--- src/rtl/psc_pkg.sv ---
// Shared types, constants and helper functions for the sensor compensation block.
// No dependencies; every other file refers to this package by scoped names.
package psc_pkg;

	localparam int unsigned PSC_DIV_STAGES = 32;
	localparam int unsigned PSC_FRONT_STAGES = 14;
	localparam int unsigned PSC_POST_STAGES = 5;
	localparam int unsigned PSC_LATENCY = PSC_FRONT_STAGES + PSC_DIV_STAGES + PSC_POST_STAGES;

	localparam logic [2:0] REG_CAL_TEMP = 3'd0;
	localparam logic [2:0] REG_CAL_PRESS_A = 3'd1;
	localparam logic [2:0] REG_CAL_PRESS_B = 3'd2;
	localparam logic [2:0] REG_CAL_HUM_A = 3'd3;
	localparam logic [2:0] REG_CAL_HUM_B = 3'd4;
	localparam logic [2:0] REG_HAS_HUMIDITY = 3'd5;

	localparam logic [31:0] HUM_MAX_Q22 = 32'd419430400;

	typedef struct packed {
		logic [19:0] raw_temp;
		logic [19:0] raw_press;
		logic [15:0] raw_hum;
	} psc_in_t;

	typedef struct packed {
		logic signed [31:0] temperature;
		logic [31:0] pressure;
		logic [16:0] humidity;
	} psc_out_t;

	typedef struct packed {
		logic [47:0] temp;
		logic [63:0] press_a;
		logic [63:0] press_b;
		logic [47:0] hum_a;
		logic [39:0] hum_b;
		logic hum_en;
	} psc_cal_t;

	typedef struct packed {
		logic zero;
		logic dbl;
		logic [31:0] temperature;
		logic [16:0] humidity;
	} psc_side_t;

	typedef struct packed {
		logic [31:0] dividend;
		logic [31:0] divisor;
		psc_side_t side;
	} psc_div_in_t;

	typedef struct packed {
		logic [31:0] quotient;
		psc_side_t side;
	} psc_div_out_t;

	function automatic logic [31:0] asr(input logic [31:0] x, input logic [4:0] s);
		logic signed [31:0] xs;
		xs = $signed(x);
		return 32'(xs >>> s);
	endfunction

	function automatic logic [31:0] sx16(input logic [15:0] v);
		return {{16{v[15]}}, v};
	endfunction

	function automatic logic [31:0] sx8(input logic [7:0] v);
		return {{24{v[7]}}, v};
	endfunction

endpackage

--- src/rtl/psc_post.sv ---
// Pressure correction after the divide and assembly of the result item.
// Depends on psc_pkg; takes its input from psc_div.
module psc_post (
	input  logic clk,
	input  logic arst_n,
	input  logic in_vld,
	input  psc_pkg::psc_div_out_t in_data,
	input  psc_pkg::psc_cal_t cal,
	output logic out_vld,
	output psc_pkg::psc_out_t out_data
);

	logic [31:0] p7, p8, p9;
	logic [4:0] vld_s;
	logic [31:0] p_s1, p_s2, p_s3, p_s4;
	psc_pkg::psc_side_t side_s1, side_s2, side_s3, side_s4;
	logic [31:0] ma_s2, mb_s2, r1m_s3, r2_s3, sum_s4;
	psc_pkg::psc_out_t res_s5;

	assign p7 = psc_pkg::sx16(cal.press_b[47:32]);
	assign p8 = psc_pkg::sx16(cal.press_b[63:48]);
	assign p9 = psc_pkg::sx16(cal.hum_a[15:0]);

	always_ff @(posedge clk or negedge arst_n) begin
		if (!arst_n) begin
			vld_s <= '0;
		end else begin
			vld_s <= {vld_s[3:0], in_vld};
		end
	end

	always_ff @(posedge clk) begin
		p_s1 <= in_data.side.dbl ? (in_data.quotient << 1) : in_data.quotient;
		side_s1 <= in_data.side;

		ma_s2 <= 32'((p_s1 >> 3) * (p_s1 >> 3));
		mb_s2 <= 32'((p_s1 >> 2) * p8);
		p_s2 <= p_s1;
		side_s2 <= side_s1;

		r1m_s3 <= 32'(p9 * (ma_s2 >> 13));
		r2_s3 <= psc_pkg::asr(mb_s2, 5'd13);
		p_s3 <= p_s2;
		side_s3 <= side_s2;

		sum_s4 <= psc_pkg::asr(r1m_s3, 5'd12) + r2_s3 + p7;
		p_s4 <= p_s3;
		side_s4 <= side_s3;

		res_s5.temperature <= side_s4.temperature;
		res_s5.humidity <= side_s4.humidity;
		res_s5.pressure <= side_s4.zero ? 32'd0 : p_s4 + psc_pkg::asr(sum_s4, 5'd4);
	end

	assign out_vld = vld_s[4];
	assign out_data = res_s5;

endmodule

--- config.mk ---
export PLATFORM = sky130hd
export DESIGN_NAME = psc_post
export DESIGN_NICKNAME = d
export VERILOG_FILES = /design/src/rtl/psc_pkg.sv /design/src/rtl/psc_post.sv
export SDC_FILE = /design/constraint.sdc
export NUM_CORES = 2
export LEC_CHECK = 0
export BUFFER_PORTS_ARGS = -buffer_cell sky130_fd_sc_hd__buf_2
export CORE_MARGIN = 2
export CORE_UTILIZATION = 45
export DETAILED_ROUTE_END_ITERATION = 6
export PLACE_DENSITY = 0.74
export REMOVE_ABC_BUFFERS = 1
export SYNTH_ARGS = -nofsm -noshare
export SYNTH_HDL_FRONTEND = slang
export SYNTH_SLANG_ARGS = --single-unit
--- constraint.sdc ---
create_clock -name clk -period 18.5 [get_ports clk]
set_input_delay 0 -clock clk [delete_from_list [all_inputs] [get_ports clk]]
set_output_delay 0 -clock clk [all_outputs]
set_load 0.05 [all_outputs]
==> impl_metrics.tcl <==
set metrics [dict create \
    cp.arrival_ns 8.16 \
    failed_checks "DRC" \
    floorplan.rows 118 \
    route.detailed.vias_per_inst 4.91 \
    post-cts-setup-buffers 0 \
    type_of_element_capturing_the_critical_path "register" \
    crit_type "reg -> reg" \
    slew_headroom_pct 41.6 \
    detailedRoute.firstIterationViolations 1656 \
    startpoint_type_of_the_worst_setup_path "register" \
    synthesis.area_sq_mm 0.0470 \
    timing.critical_path.fanout_max 34 \
    wl_per_cell_um 17.0 \
    cts_buffer_depth 3 \
    detail_route.first_pass.iterations 7 \
    drive_above_1_share_pct 7.92 \
    layout_worst_path_cycle_share_pct 41.3 \
    drc_errors 2 \
    required_ns 19.01 \
    height_of_the_die_um 327 \
    cts_htree_levels 2 \
    synth_top_flop_cell "dfxtp_1" \
    dp.final_hpwl_um 81000 \
    global_route.overflow_total 0 \
    reg2reg_setup_slack_ns 10.85 \
    critPathLaunch "p_s1[5]" \
    finalMaxSlewViolations 0 \
    rsz0062_at_grt "false" \
    cts_inserted_buffers 46 \
    finish.utilization_pct 50.3 \
    tritoncts_clock_tree "done" \
    setup_viol_count_final 0 \
    synth_area_per_cell_sq_um 10.1 \
    crit_end "ma_s2[30]" \
    drt-total-wl_um 107000 \
    critical_path_cell_count 24 \
    synth.area.top_cells "fa_1 (39%), dfxtp_1 (21%), ha_1 (9.7%)" \
    rr_endpoint "ma_s2[30]" \
    maxClockFrequency_mhz 131 \
    register_bit_count_reported_by_yosys 509 \
    initial_core_util_pct 45.4 \
    outcome "finished, violations left" \
    worst_path_most_repeated_cell "fa_1" \
    post-synth-top-area-fraction_pct 39.3 \
    min-delay-path-class "in -> reg" \
    grt_first_pass_wirelength_um 176000 \
    die_area_sq_mm 0.107 \
    gp_congestion 0.841 \
    critical_path.reg2reg.startpoint "p_s1[5]" \
    synthDistinctLibCells 74 \
    clkSlewWorstSetupHoldPaths_ns 0.08 \
    crit_chain "buf_4, nand2_1, inv_1, fa_1, fa_1, fa_1, inv_1, fa_1, inv_1, ha_1, ha_1, fa_1, inv_1, fa_1, inv_1, ha_1, a2111oi_0, and3_1, a211oi_2, a21oi_2, o21ai_1, a31oi_1, o21ai_1, xor2_1" \
    cpLargestDelayFamily "adder cells" \
    post_synth_inst_count 4651 \
    synth_top_area_cell "fa_1" \
    first_global_vias 33861 \
    antenna_found_initial 9 \
    path_buf_inv 6 \
    most_common_cell_after_layout_fill_and_taps_aside "inv_1" \
    detailroute.via_count 31012 \
    postSynth.asyncResetShare_pct 0.982 \
    area_delta_synth_final_pct 10.9 \
    clock_latency_ns 0.62 \
    final_antenna_net_count 0 \
    dieWidth_um 327 \
    synth_sequential_area_ratio_pct 21.7 \
    max_cap_viol_count 0 \
    grt_start_max_net_pins 47 \
    post-route-min-period_ns 7.65 \
    timing_worst_slew_pin_value_ns 0.875 \
    worst_clock_skew_ns 0.0636 \
    clock-sinks 509 \
    critical_path.max_stage_delay_ns 0.65 \
    track_usage_pct 20.7 \
    synth_enable_flop_cells 0 \
    r2r.worst_path.cells 24 \
    port-buffer-count 215 \
    final_nets 6527 \
    worst_path_max_delay_cell "dfxtp_2" \
    clock-root-buffer "clkbuf_16" \
    mostFrequentLayoutCells "inv_1 (1110), fa_1 (923), dfxtp_1 (502)" \
    core_area_sq_mm 0.104 \
    tns_ns 0 \
    synth.yosys.warnings 0 \
    top_level_port_count 433 \
    timing_hold_violations_final 0 \
]
kinds of logic (layout without fill, tap and decap cells):
| logic type | count (synthesis) | in the layout | synth area share [%] |
|---|---|---|---|
| compound gates | 236 | 236 | 3.45 |
| simple gates | 1159 | 1159 | 12.2 |
| xor+xnor | 142 | 142 | 2.64 |
| fa+ha+maj | 1288 | 1288 | 49.0 |
| flops | 509 | 509 | 21.7 |
| mux | 34 | 34 | 0.809 |
| buf+inv | 1283 | 1556 | 10.2 |
| other cells | 0 | 7 | 0 |
synthesized netlist by cell type, types with 3 or more instances:
library cell and count:
inv_1 1110, a211oi_2 3, or2_2 7, buf_1 7
and2_1 423, a31oi_1 9, fa_1 923, nand4_1 7
nor3_1 22, nor2b_1 15, a21o_1 23, o21bai_1 14
a211oi_1 6, nand2b_1 31, or3_1 4, clkbuf_1 165
dfxtp_1 504, mux2_2 32, o21a_1 24, xor2_1 33
and4_1 4, o211ai_1 3, dfrtp_1 5, o21ai_0 36
nand3_1 17, o2111ai_1 4, xnor2_1 109, nand2_1 501
o21ai_1 6, a21oi_1 69, nor2_1 102, ha_1 365
nor4_1 4, and3_1 13
sequential cells by signal (all words and copies together), names as in the netlist:
register and cells:
vld_s 5, p_s2 32, r2_s3 19, ma_s2 19
out_data 81, r1m_s3 20, side_s4 50, p_s4 32
side_s1 50, side_s3 50, p_s1 32, sum_s4 18
side_s2 50, mb_s2 19, p_s3 32
layout make-up:
cell class	count	area (sq um)
Antenna cell	7	17.5
Clock buffer	59	1280
Clock inverter	25	277
Fill cell	9243	51500
Inverter	1110	4170
Multi-Input combinational cell	2859	32000
Sequential cell	509	10200
Tap cell	1380	1730
Timing Repair Buffer	362	2450
per-stage QoR:
step / setup slack, ns / area (sq um) / hold slack (ns) / instances
3_5_place_dp: 10.86 / 49500 / -0.181 / 6110
3_3_place_gp: 10.91 / 49500 / -0.184 / 6110
6_report: 10.85 / 52200 / 0.0382 / 6311
2_1_floorplan: 11.58 / 46400 / -0.296 / 4478
4_1_cts: 10.88 / 52100 / 0.00208 / 6304
5_1_grt: 10.32 / 52100 / 0.0259 / 6304
worst min-delay path, cell delays in order:
cell and delay (ns):
buf_2 0.10, fa_1 0.16, ha_1 0.16, or2_2 0.11, xor2_1 0.05
layer usage:
metal	track usage (%)	wire (um)	vias up
met3	3.37	6560	192
li1	-	-	14064
met1	26.6	44100	15841
met4	5.92	3000	0
met2	36.2	53400	915
met5	0	0	-
worst min-delay path by stage:
stage | slack, ns | end | startpoint | cells after the start
after floorplan | -0.30 | vld_s[0] | arst_n | 0
after global placement | -0.18 | vld_s[0] | arst_n | 1
after detailed placement | -0.18 | vld_s[0] | arst_n | 1
after CTS | 0.002 | sum_s4[8] | cal[128] | 5
after global routing | 0.03 | side_s1[1] | in_data[1] | 2
final | 0.04 | sum_s4[8] | cal[128] | 5
repair_timing:
action | CTS | global route
hold buffers | 110 | 0
gates resized for setup | 0 | 0
endpoints found under the hold margin | 96 | 0
Power is not shown: default switching activity piles up to over one toggle a cycle in this logic, so the estimate is an artifact.
